<file path="config.mk">
export PLATFORM = sky130hd
export DESIGN_NAME = heading_mode_select_with_velocity_ramp
export DESIGN_NICKNAME = d
export VERILOG_FILES = /design/src/rtl/core/hmsvr_pkg.sv /design/src/rtl/core/hmsvr_ctrl.sv /design/src/rtl/core/hmsvr_dp.sv /design/src/rtl/core/heading_mode_select_with_velocity_ramp.sv
export SDC_FILE = /design/constraint.sdc
export NUM_CORES = 2
export LEC_CHECK = 0
export BUFFER_PORTS_ARGS = -buffer_cell sky130_fd_sc_hd__buf_2
export CAP_MARGIN = 20
export CORE_MARGIN = 2
export CORE_UTILIZATION = 65
export DETAILED_ROUTE_END_ITERATION = 12
export PLACE_DENSITY = 0.85
export SLEW_MARGIN = 20
export SYNTH_ARGS = -nofsm -noshare
export SYNTH_HDL_FRONTEND = slang
export SYNTH_HIERARCHICAL = 1
export SYNTH_SLANG_ARGS = --single-unit
</file>
<file path="constraint.sdc">
create_clock -name i_clk -period 9.3 [get_ports i_clk]
set_input_delay 0.93 -clock i_clk [delete_from_list [all_inputs] [get_ports i_clk]]
set_output_delay 0.93 -clock i_clk [all_outputs]
set_load 0.005 [all_outputs]
</file>
<file path="src/rtl/core/hmsvr_pkg.sv">
`timescale 1ns / 1ps

package hmsvr_pkg;

    localparam int CORDIC_ITERS_DEF = 16;
    localparam int CORDIC_MAX       = 24;
    localparam int CNT_W            = 5;

    localparam int XY_W  = 36;
    localparam int Z_W   = 28;
    localparam int POS_W = 32;
    localparam int VEL_W = 16;

    localparam int CFG_IDX_W  = 3;
    localparam int CFG_DATA_W = 32;

    localparam int ANG_W  = 15;
    localparam int DIST_W = 31;
    localparam int SPD_W  = 15;
    localparam int STEP_W = 14;

    localparam logic [ANG_W-1:0]  SAFETY_ANGLE_RST = ANG_W'(819);
    localparam logic [DIST_W-1:0] SAFETY_DIST_RST  = DIST_W'(0);
    localparam logic [SPD_W-1:0]  MAX_LIN_RST      = SPD_W'(819);
    localparam logic [SPD_W-1:0]  MAX_TURN_RST     = SPD_W'(6144);
    localparam logic [STEP_W-1:0] RAMP_STEP_RST    = STEP_W'(205);

    localparam logic signed [POS_W-1:0] Y_DEADBAND  = POS_W'(65);
    localparam logic signed [Z_W-1:0]   HALF_PI_Q24 = Z_W'(26353589);
    localparam logic signed [Z_W:0]     PI_Q13      = (Z_W+1)'(25736);
    localparam logic signed [Z_W:0]     ROUND_HALF  = (Z_W+1)'(1024);

    typedef enum logic [CFG_IDX_W-1:0] {
        CFG_SAFETY_ANGLE = 3'd0,
        CFG_SAFETY_DIST  = 3'd1,
        CFG_MAX_LIN      = 3'd2,
        CFG_MAX_TURN     = 3'd3,
        CFG_RAMP_STEP    = 3'd4
    } t_cfg_idx;

    typedef enum logic [1:0] {
        MODE_STOP  = 2'd0,
        MODE_RIGHT = 2'd1,
        MODE_LEFT  = 2'd2,
        MODE_FWD   = 2'd3
    } t_mode;

    typedef enum logic [1:0] {
        ST_IDLE   = 2'd0,
        ST_CORDIC = 2'd1,
        ST_DECIDE = 2'd2,
        ST_TICK   = 2'd3
    } t_state;

    typedef struct packed {
        logic load_target;
        logic iter;
        logic decide;
        logic tick;
    } t_cmd;

    typedef struct packed {
        logic last_iter;
        logic out_free;
    } t_status;

    function automatic logic signed [Z_W-1:0] atan_q24(input logic [CNT_W-1:0] idx);
        logic [31:0] v;
        case (idx)
            5'd0:  v = 32'd13176795;
            5'd1:  v = 32'd7778716;
            5'd2:  v = 32'd4110060;
            5'd3:  v = 32'd2086331;
            5'd4:  v = 32'd1047214;
            5'd5:  v = 32'd524117;
            5'd6:  v = 32'd262123;
            5'd7:  v = 32'd131069;
            5'd8:  v = 32'd65536;
            5'd9:  v = 32'd32768;
            5'd10: v = 32'd16384;
            5'd11: v = 32'd8192;
            5'd12: v = 32'd4096;
            5'd13: v = 32'd2048;
            5'd14: v = 32'd1024;
            5'd15: v = 32'd512;
            5'd16: v = 32'd256;
            5'd17: v = 32'd128;
            5'd18: v = 32'd64;
            5'd19: v = 32'd32;
            5'd20: v = 32'd16;
            5'd21: v = 32'd8;
            5'd22: v = 32'd4;
            5'd23: v = 32'd2;
            default: v = 32'd0;
        endcase
        return v[Z_W-1:0];
    endfunction

endpackage

</file>
<file path="src/rtl/core/hmsvr_ctrl.sv">
`timescale 1ns / 1ps

module hmsvr_ctrl (
    input  logic              i_clk,
    input  logic              i_rst_n,
    input  logic              i_valid,
    input  logic              i_func,
    output logic              o_ready,
    input  hmsvr_pkg::t_status i_status,
    output hmsvr_pkg::t_cmd   o_cmd
);
    import hmsvr_pkg::*;

    t_state r_state;
    t_state n_state;
    logic   w_accept;

    assign o_ready  = (r_state == ST_IDLE);
    assign w_accept = i_valid && o_ready;

    always_ff @(posedge i_clk) begin
        if (!i_rst_n) begin
            r_state <= ST_IDLE;
        end else begin
            r_state <= n_state;
        end
    end

    always_comb begin
        n_state = r_state;
        o_cmd   = '0;
        case (r_state)
            ST_IDLE: begin
                if (w_accept) begin
                    if (i_func) begin
                        n_state = ST_TICK;
                    end else begin
                        o_cmd.load_target = 1'b1;
                        n_state           = ST_CORDIC;
                    end
                end
            end
            ST_CORDIC: begin
                o_cmd.iter = 1'b1;
                if (i_status.last_iter) begin
                    n_state = ST_DECIDE;
                end
            end
            ST_DECIDE: begin
                o_cmd.decide = 1'b1;
                n_state      = ST_IDLE;
            end
            ST_TICK: begin
                if (i_status.out_free) begin
                    o_cmd.tick = 1'b1;
                    n_state    = ST_IDLE;
                end
            end
            default: n_state = ST_IDLE;
        endcase
    end

    a_cmd_onehot: assert property (@(posedge i_clk) disable iff (!i_rst_n)
        $onehot0({o_cmd.load_target, o_cmd.iter, o_cmd.decide, o_cmd.tick}))
        else $error("more than one datapath command");

    a_decide_after_cordic: assert property (@(posedge i_clk) disable iff (!i_rst_n)
        (r_state == ST_DECIDE) |-> ($past(r_state) == ST_CORDIC))
        else $error("decide without cordic");

endmodule

</file>
<file path="src/rtl/core/hmsvr_dp.sv">
`timescale 1ns / 1ps

module hmsvr_dp #(
    parameter int CORDIC_ITERS = hmsvr_pkg::CORDIC_ITERS_DEF
) (
    input  logic                                 i_clk,
    input  logic                                 i_rst_n,
    input  hmsvr_pkg::t_cmd                      i_cmd,
    output hmsvr_pkg::t_status                   o_status,
    input  logic                                 i_cfg_valid,
    input  logic [hmsvr_pkg::CFG_IDX_W-1:0]      i_cfg_index,
    input  logic [hmsvr_pkg::CFG_DATA_W-1:0]     i_cfg_data,
    input  logic signed [hmsvr_pkg::POS_W-1:0]   i_target_x,
    input  logic signed [hmsvr_pkg::POS_W-1:0]   i_target_y,
    input  logic                                 i_out_ready,
    output logic                                 o_out_valid,
    output logic signed [hmsvr_pkg::VEL_W-1:0]   o_linear_speed,
    output logic signed [hmsvr_pkg::VEL_W-1:0]   o_turn_rate,
    output logic [1:0]                           o_mode
);
    import hmsvr_pkg::*;

    localparam int N_ITER = (CORDIC_ITERS > CORDIC_MAX) ? CORDIC_MAX : CORDIC_ITERS;

    logic [ANG_W-1:0]  r_safety_angle;
    logic [DIST_W-1:0] r_safety_dist;
    logic [SPD_W-1:0]  r_max_lin;
    logic [SPD_W-1:0]  r_max_turn;
    logic [STEP_W-1:0] r_ramp_step;

    logic signed [XY_W-1:0]  r_x;
    logic signed [XY_W-1:0]  r_y;
    logic signed [Z_W-1:0]   r_z;
    logic [CNT_W-1:0]        r_iter;
    logic                    r_dead;
    logic signed [POS_W-1:0] r_tx;

    t_mode                   r_mode;
    t_mode                   r_out_mode;
    logic                    r_out_valid;
    logic signed [VEL_W-1:0] r_lin;
    logic signed [VEL_W-1:0] r_turn;

    // cfg writes
    always_ff @(posedge i_clk) begin
        if (!i_rst_n) begin
            r_safety_angle <= SAFETY_ANGLE_RST;
            r_safety_dist  <= SAFETY_DIST_RST;
            r_max_lin      <= MAX_LIN_RST;
            r_max_turn     <= MAX_TURN_RST;
            r_ramp_step    <= RAMP_STEP_RST;
        end else if (i_cfg_valid) begin
            case (i_cfg_index)
                CFG_SAFETY_ANGLE: r_safety_angle <= i_cfg_data[ANG_W-1:0];
                CFG_SAFETY_DIST:  r_safety_dist  <= i_cfg_data[DIST_W-1:0];
                CFG_MAX_LIN:      r_max_lin      <= i_cfg_data[SPD_W-1:0];
                CFG_MAX_TURN:     r_max_turn     <= i_cfg_data[SPD_W-1:0];
                CFG_RAMP_STEP:    r_ramp_step    <= i_cfg_data[STEP_W-1:0];
                default: ;
            endcase
        end
    end

    // CORDIC vectoring
    logic signed [XY_W-1:0] w_x0;
    logic signed [XY_W-1:0] w_y0;
    logic signed [XY_W-1:0] w_xs;
    logic signed [XY_W-1:0] w_ys;
    logic signed [Z_W-1:0]  w_atan;

    assign w_x0   = XY_W'(i_target_x);
    assign w_y0   = XY_W'(i_target_y);
    assign w_xs   = r_x >>> r_iter;
    assign w_ys   = r_y >>> r_iter;
    assign w_atan = atan_q24(r_iter);

    always_ff @(posedge i_clk) begin
        if (i_cmd.load_target) begin
            r_tx   <= i_target_x;
            r_dead <= (i_target_y <= Y_DEADBAND) && (i_target_y >= -Y_DEADBAND);
            r_iter <= '0;
            if (i_target_x < 0) begin
                if (i_target_y >= 0) begin
                    r_x <= w_y0;
                    r_y <= -w_x0;
                    r_z <= HALF_PI_Q24;
                end else begin
                    r_x <= -w_y0;
                    r_y <= w_x0;
                    r_z <= -HALF_PI_Q24;
                end
            end else begin
                r_x <= w_x0;
                r_y <= w_y0;
                r_z <= '0;
            end
        end else if (i_cmd.iter) begin
            r_iter <= r_iter + CNT_W'(1);
            if (r_y > 0) begin
                r_x <= r_x + w_ys;
                r_y <= r_y - w_xs;
                r_z <= r_z + w_atan;
            end else begin
                r_x <= r_x - w_ys;
                r_y <= r_y + w_xs;
                r_z <= r_z - w_atan;
            end
        end
    end

    // heading rounding and mode select
    logic signed [Z_W:0]   w_zr;
    logic signed [Z_W:0]   w_sat;
    logic signed [ANG_W+1:0] w_head;
    logic signed [ANG_W+1:0] w_sa;
    t_mode                 w_new_mode;

    assign w_zr = ((Z_W+1)'(r_z) + ROUND_HALF) >>> 11;

    always_comb begin
        if (w_zr > PI_Q13) begin
            w_sat = PI_Q13;
        end else if (w_zr < -PI_Q13) begin
            w_sat = -PI_Q13;
        end else begin
            w_sat = w_zr;
        end
        w_head = r_dead ? '0 : w_sat[ANG_W+1:0];
        w_sa   = $signed({2'b00, r_safety_angle});
        if (w_head > w_sa) begin
            w_new_mode = MODE_LEFT;
        end else if (w_head < -w_sa) begin
            w_new_mode = MODE_RIGHT;
        end else if ($signed({r_tx[POS_W-1], r_tx}) > $signed({2'b00, r_safety_dist})) begin
            w_new_mode = MODE_FWD;
        end else begin
            w_new_mode = MODE_STOP;
        end
    end

    // velocity ramp
    function automatic logic signed [VEL_W-1:0] ramp(
        input logic signed [VEL_W-1:0] cur,
        input logic signed [VEL_W-1:0] tgt,
        input logic [STEP_W-1:0]       step
    );
        logic signed [VEL_W+1:0] d;
        logic [VEL_W+1:0]        a;
        logic [VEL_W+2:0]        lim;
        logic signed [VEL_W+1:0] s;
        d   = (VEL_W+2)'(cur) - (VEL_W+2)'(tgt);
        a   = d[VEL_W+1] ? (VEL_W+2)'(-d) : d;
        lim = (VEL_W+3)'(step) * (VEL_W+3)'(3);
        s   = $signed((VEL_W+2)'(step));
        if ({a, 1'b0} > lim) begin
            return (d > 0) ? VEL_W'((VEL_W+2)'(cur) - s) : VEL_W'((VEL_W+2)'(cur) + s);
        end
        return tgt;
    endfunction

    logic signed [VEL_W-1:0] w_lin_tgt;
    logic signed [VEL_W-1:0] w_turn_pos;
    logic signed [VEL_W-1:0] w_turn_neg;

    assign w_lin_tgt  = $signed({1'b0, r_max_lin});
    assign w_turn_pos = $signed({1'b0, r_max_turn});
    assign w_turn_neg = -w_turn_pos;

    always_ff @(posedge i_clk) begin
        if (!i_rst_n) begin
            r_mode      <= MODE_STOP;
            r_lin       <= '0;
            r_turn      <= '0;
            r_out_valid <= 1'b0;
        end else begin
            if (i_cmd.decide) begin
                r_mode <= w_new_mode;
            end
            if (i_cmd.tick) begin
                r_out_valid <= 1'b1;
                case (r_mode)
                    MODE_RIGHT: begin
                        r_turn <= ramp(r_turn, w_turn_neg, r_ramp_step);
                        r_lin  <= '0;
                    end
                    MODE_LEFT: begin
                        r_turn <= ramp(r_turn, w_turn_pos, r_ramp_step);
                        r_lin  <= '0;
                    end
                    MODE_FWD: begin
                        r_lin  <= ramp(r_lin, w_lin_tgt, r_ramp_step);
                        r_turn <= '0;
                    end
                    default: begin
                        r_lin  <= '0;
                        r_turn <= '0;
                    end
                endcase
            end else if (i_out_ready) begin
                r_out_valid <= 1'b0;
            end
        end
    end

    always_ff @(posedge i_clk) begin
        if (i_cmd.tick) begin
            r_out_mode <= r_mode;
        end
    end

    assign o_status.last_iter = (r_iter == CNT_W'(N_ITER - 1));
    assign o_status.out_free  = !r_out_valid || i_out_ready;

    assign o_out_valid    = r_out_valid;
    assign o_linear_speed = r_lin;
    assign o_turn_rate    = r_turn;
    assign o_mode         = r_out_mode;

    a_one_axis: assert property (@(posedge i_clk) disable iff (!i_rst_n)
        (r_lin != 0) |-> (r_turn == 0))
        else $error("linear and angular speed both nonzero");

    a_lin_nonneg: assert property (@(posedge i_clk) disable iff (!i_rst_n)
        !r_lin[VEL_W-1])
        else $error("linear speed went negative");

endmodule

</file>
<file path="src/rtl/core/heading_mode_select_with_velocity_ramp.sv">
`timescale 1ns / 1ps
// Heading mode select with velocity ramp.
// Input channel (i_valid / o_ready) carries one item: i_func = 0 is a target
// point (i_target_x, i_target_y, Q16.16), i_func = 1 is a control tick.
// A target item produces no output; it runs a CORDIC of CORDIC_ITERS steps
// (at most 24; one iteration per cycle on a shared shift-add unit) and
// updates the motion mode. The input stays busy until the mode is updated.
// A tick item steps the velocities and yields one item on the output channel
// (o_valid / i_ready): o_linear_speed, o_turn_rate (Q4.12) and o_mode.
// The tick waits in a tick state until the output slot is free, then loads
// the output register; the input is ready again at that point.
// The output item sits in a register: while the receiver stalls, target
// items are still taken; a following tick waits until the slot frees.
// Config writes (i_cfg_valid / o_cfg_ready, always ready) set the five
// registers by index; other indexes are ignored. Write only while idle.
// Synchronous reset: cfg defaults, mode stop, zero speeds; o_mode not reset.
module heading_mode_select_with_velocity_ramp #(
    parameter int CORDIC_ITERS = hmsvr_pkg::CORDIC_ITERS_DEF
) (
    input  logic                                 i_clk,
    input  logic                                 i_rst_n,
    input  logic                                 i_valid,
    output logic                                 o_ready,
    input  logic                                 i_func,
    input  logic signed [hmsvr_pkg::POS_W-1:0]   i_target_x,
    input  logic signed [hmsvr_pkg::POS_W-1:0]   i_target_y,
    output logic                                 o_valid,
    input  logic                                 i_ready,
    output logic signed [hmsvr_pkg::VEL_W-1:0]   o_linear_speed,
    output logic signed [hmsvr_pkg::VEL_W-1:0]   o_turn_rate,
    output logic [1:0]                           o_mode,
    input  logic                                 i_cfg_valid,
    output logic                                 o_cfg_ready,
    input  logic [hmsvr_pkg::CFG_IDX_W-1:0]      i_cfg_index,
    input  logic [hmsvr_pkg::CFG_DATA_W-1:0]     i_cfg_data
);
    import hmsvr_pkg::*;

    t_cmd    w_cmd;
    t_status w_status;

    assign o_cfg_ready = 1'b1;

    hmsvr_ctrl u_ctrl (
        .i_clk    (i_clk),
        .i_rst_n  (i_rst_n),
        .i_valid  (i_valid),
        .i_func   (i_func),
        .o_ready  (o_ready),
        .i_status (w_status),
        .o_cmd    (w_cmd)
    );

    hmsvr_dp #(
        .CORDIC_ITERS (CORDIC_ITERS)
    ) u_dp (
        .i_clk          (i_clk),
        .i_rst_n        (i_rst_n),
        .i_cmd          (w_cmd),
        .o_status       (w_status),
        .i_cfg_valid    (i_cfg_valid),
        .i_cfg_index    (i_cfg_index),
        .i_cfg_data     (i_cfg_data),
        .i_target_x     (i_target_x),
        .i_target_y     (i_target_y),
        .i_out_ready    (i_ready),
        .o_out_valid    (o_valid),
        .o_linear_speed (o_linear_speed),
        .o_turn_rate    (o_turn_rate),
        .o_mode         (o_mode)
    );

endmodule
</file>
==> results.sh <==
export IMPL_cts_hold_fix_buffers=0
export IMPL_r2r_start="u_dp/r_iter[1]"
export IMPL_ctsHtreeMaxLevel=2
export IMPL_async_reset_ff_share_pct=0
export IMPL_rsz0062_at_grt="no"
export IMPL_cap_viol_max_count=0
export IMPL_slowest_stage="dfxtp_4"
export IMPL_drive_gt1_share_pct=9.79
export IMPL_crit_path_max_incr_delay_ns=0.78
export IMPL_dieArea_sq_um=55900
export IMPL_crit_required_ns=9.61
export IMPL_cts_num_sinks=291
export IMPL_synth_area_sq_um=35100
export IMPL_synth_edf_count=135
export IMPL_grt_antenna_before_repair=4
export IMPL_critPathLaunchType="flip-flop"
export IMPL_start_util_pct=65.5
export IMPL_ys_seq_elements=291
export IMPL_cts_setup_buffers=0
export IMPL_drt_total_wl_mm=114
export IMPL_rrSetupSlack_ns=1.51
export IMPL_max_slew_margin_rel_pct=28.1
export IMPL_io_pins=142
export IMPL_syn_avg_cell_area_sq_um=8.13
export IMPL_p_total_mw=16.4
export IMPL_grt_pass1_vias=31800
export IMPL_clk_latency_ns=0.58
export IMPL_ctsResizeCount=0
export IMPL_fin_hold_ws_ns=0.464
export IMPL_grt_pass1_wl_mm=175
export IMPL_drc_errors=0
export IMPL_synth_nets=4780
export IMPL_crit_fanout=48
export IMPL_grt_start_max_net_pins=96
export IMPL_tritoncts="done"
export IMPL_die_w_um=236
export IMPL_p_leak_nw=15.4
export IMPL_report_final_setup_viol=0
export IMPL_fin_crit_sh_pct=83.8
export IMPL_ant_nets=0
export IMPL_status="finished clean"
export IMPL_area_delta_synth_final_pct=6.47
export IMPL_power_density_nw_per_um2=439
export IMPL_num_rows=85
export IMPL_grt_usage_pct=39.4
export IMPL_synth_warnings=6
export IMPL_tns_ns=0
export IMPL_ir_drop_uv=497
export IMPL_yosys_most_used_dff="dfxtp_1"
export IMPL_crit_family="compound AO/OA/AOI/OAI gates"
export IMPL_post_drt_via_cell_ratio=6.85
export IMPL_via_count=34700
export IMPL_die_h_um=236
export IMPL_skew_ns=0.0348
export IMPL_path_clk_slew_ns=0.06
export IMPL_cts_buffers=38
export IMPL_wire_per_inst_um=22.5
export IMPL_layout_common_cells="nand2_1, ha_1, nor2_1"
export IMPL_grt_overflow=0
export IMPL_min_period_ns=7.79
export IMPL_synth_cell_types=107
export IMPL_final_common_cell="nand2_1"
export IMPL_drt_iter0_drc=4618
export IMPL_max_slew_worst_pin_slew_ns=1.07
export IMPL_clock_fmax_ghz=0.128
export IMPL_path_class="reg2reg"
export IMPL_endpoint="u_dp/r_x[35]"
export IMPL_cp_end_kind="flip-flop"
export IMPL_ctsRootBufferMaster="clkbuf_16"
export IMPL_globalplace_congestion=1.04
export IMPL_yosysSeqAreaShare_pct=20.4
export IMPL_crit_start="u_dp/r_iter[1]"
export IMPL_r2r_cells=26
export IMPL_portBuffers=139
export IMPL_worst_endpoint_arrival_ns=8.10
export IMPL_dr_pass1_iters=10
export IMPL_slew_viol_final=0
export IMPL_crit_buf_inv=3
export IMPL_fin_util_pct=69.8
export IMPL_rr_endpoint="u_dp/r_x[35]"
export IMPL_path_depth=26
export IMPL_synthCells=4319
export IMPL_core_area_sq_um=53600
export IMPL_min_path_type="reg2reg"
export IMPL_hold_violations=0
export IMPL_clock_path_buffers=3
export IMPL_nets=4793
export IMPL_dpl_hpwl_mm=86.6
[cells in the mapped netlist, drive strengths merged (28+ instances only)]
| library cell | number | share of area [%] |
|---|---|---|
| nand2 | 485 | 5.2 |
| ha | 346 | 12 |
| nor2 | 305 | 3.3 |
| o21ai | 294 | 4.2 |
| a21oi | 257 | 3.7 |
| xnor2 | 243 | 6.1 |
| inv | 221 | 2.4 |
| dfxtp | 156 | 8.9 |
| xor2 | 142 | 3.5 |
| clkbuf | 135 | 1.4 |
| edfxtp | 135 | 12 |
| mux2i | 100 | 2.9 |
| nor3 | 99 | 1.5 |
| nand3 | 95 | 1.4 |
| o211ai | 95 | 2.0 |
| a21o | 90 | 1.9 |
| mux4 | 86 | 5.6 |
| a21boi | 81 | 1.7 |
| nand2b | 71 | 1.3 |
| buf | 61 | 0.98 |
| o21a | 60 | 1.3 |
| a31oi | 54 | 0.96 |
| and3 | 50 | 0.89 |
| or3 | 50 | 0.89 |
| nor2b | 47 | 0.84 |
| o31ai | 47 | 1.0 |
| a211oi | 46 | 1.0 |
| nand4 | 37 | 0.68 |
| mux2 | 35 | 1.1 |
| or2 | 33 | 0.59 |
| and2 | 31 | 0.55 |
| nor4 | 28 | 0.52 |
[per-layer routing]
metal  GRT usage [%]  share of wire (%)  wire [um]  up-vias
met5               0                  0          0        -
met4            17.5                4.7       5390        0
li1                -                  -          -    15900
met2            58.3                 42      48000     2224
met3            9.94                 13      14800      384
met1            54.2                 40      45900    16100
[per-stage QoR]
| step | setup slack (ns) | cell area (sq um) | cells |
|---|---|---|---|
| global route | 1.09 | 37400 | 5058 |
| global placement | 2.07 | 36100 | 4987 |
| floorplan | 1.98 | 35100 | 4319 |
| finish | 1.51 | 37400 | 5061 |
| CTS | 1.81 | 37400 | 5057 |
| detailed placement | 1.86 | 36100 | 4987 |
[kinds of logic (layout without fill, tap and decap cells)]
| group | after synthesis | count (layout) | synth area share (%) |
|---|---|---|---|
| AO/OA/AOI/OAI | 1248 | 1248 | 23.4 |
| XOR/XNOR | 386 | 386 | 9.67 |
| adder cells (fa/ha/maj) | 356 | 356 | 12.9 |
| buffers and inverters | 420 | 463 | 4.82 |
| flip-flops | 291 | 291 | 20.4 |
| multiplexers | 221 | 221 | 9.62 |
| other | 1 | 4 | 0.0107 |
| AND/OR/NAND/NOR | 1396 | 1396 | 19.1 |
[power breakdown]
part	switching [mW]	leakage, nW	internal [mW]	total, mW
Combinational	6.88	12.2	5.11	12.0
Clock	0.627	0.636	0.878	1.51
Sequential	0.781	2.56	2.14	2.92
Total	8.29	15.4	8.12	16.4
[worst min path at each step]
stage                                        from                       to  slack, ns  cells after the start
after floorplan           u_dp/r_safety_angle[12]  u_dp/r_safety_angle[12]       0.44                      2
after global placement     u_dp/r_safety_dist[24]   u_dp/r_safety_dist[24]       0.45                      2
after detailed placement   u_dp/r_safety_dist[20]   u_dp/r_safety_dist[20]       0.46                      2
after CTS                  u_dp/r_safety_dist[28]   u_dp/r_safety_dist[28]       0.47                      2
after global routing       u_dp/r_safety_dist[23]   u_dp/r_safety_dist[23]       0.49                      2
final                      u_dp/r_safety_dist[14]   u_dp/r_safety_dist[14]       0.46                      2
[layout make-up]
class	instances	area (sq um)
repair buffers	169	927
flip-flops and latches	291	7190
diodes	3	7.51
multi-input cells	3608	26300
inverters	224	841
clock inverters	23	203
fillers	4358	16200
well taps	696	871
clock buffers	47	1070
[worst reg2reg max path, cell delays in order, from the launching register on]
cell and delay (ns):
dfxtp_4 0.78, buf_4 0.48, mux4_2 0.63, mux2_2 0.30
mux2i_1 0.18, nor2_1 0.08, a21oi_1 0.22, ha_1 0.23
inv_1 0.05, a311oi_1 0.27, nand4_1 0.28, nor3_2 0.49
a21oi_1 0.17, xor2_1 0.21, ha_1 0.40, and4_1 0.24
nand3_1 0.14, nor3_1 0.21, o31ai_1 0.15, a31oi_1 0.20
buf_4 0.18, o21a_1 0.18, o21ai_0 0.19, a2111oi_0 0.78
a2111oi_0 0.23, xnor3_1 0.26, nor2_1 0.04
[sequential cells by signal, indices dropped and copies added (netlist names)]
| signal | flops |
|---|---|
| u_dp/r_mode | 2 |
| u_dp/w_atan | 24 |
| u_dp/o_turn_rate | 16 |
| u_dp/r_z | 28 |
| u_dp/r_max_turn | 15 |
| u_dp/r_ramp_step | 14 |
| u_ctrl/r_state | 2 |
| u_dp/r_x | 36 |
| u_dp/r_safety_angle | 15 |
| u_dp/o_mode | 2 |
| u_dp/r_tx | 32 |
| u_dp/r_safety_dist | 31 |
| u_dp/o_linear_speed | 16 |
| u_dp/r_max_lin | 15 |
| u_dp/r_dead | 1 |
| u_dp/r_iter | 5 |
| u_dp/r_y | 36 |
| u_dp/o_out_valid | 1 |
No activity file was read; power rests on OpenSTA's default activity.
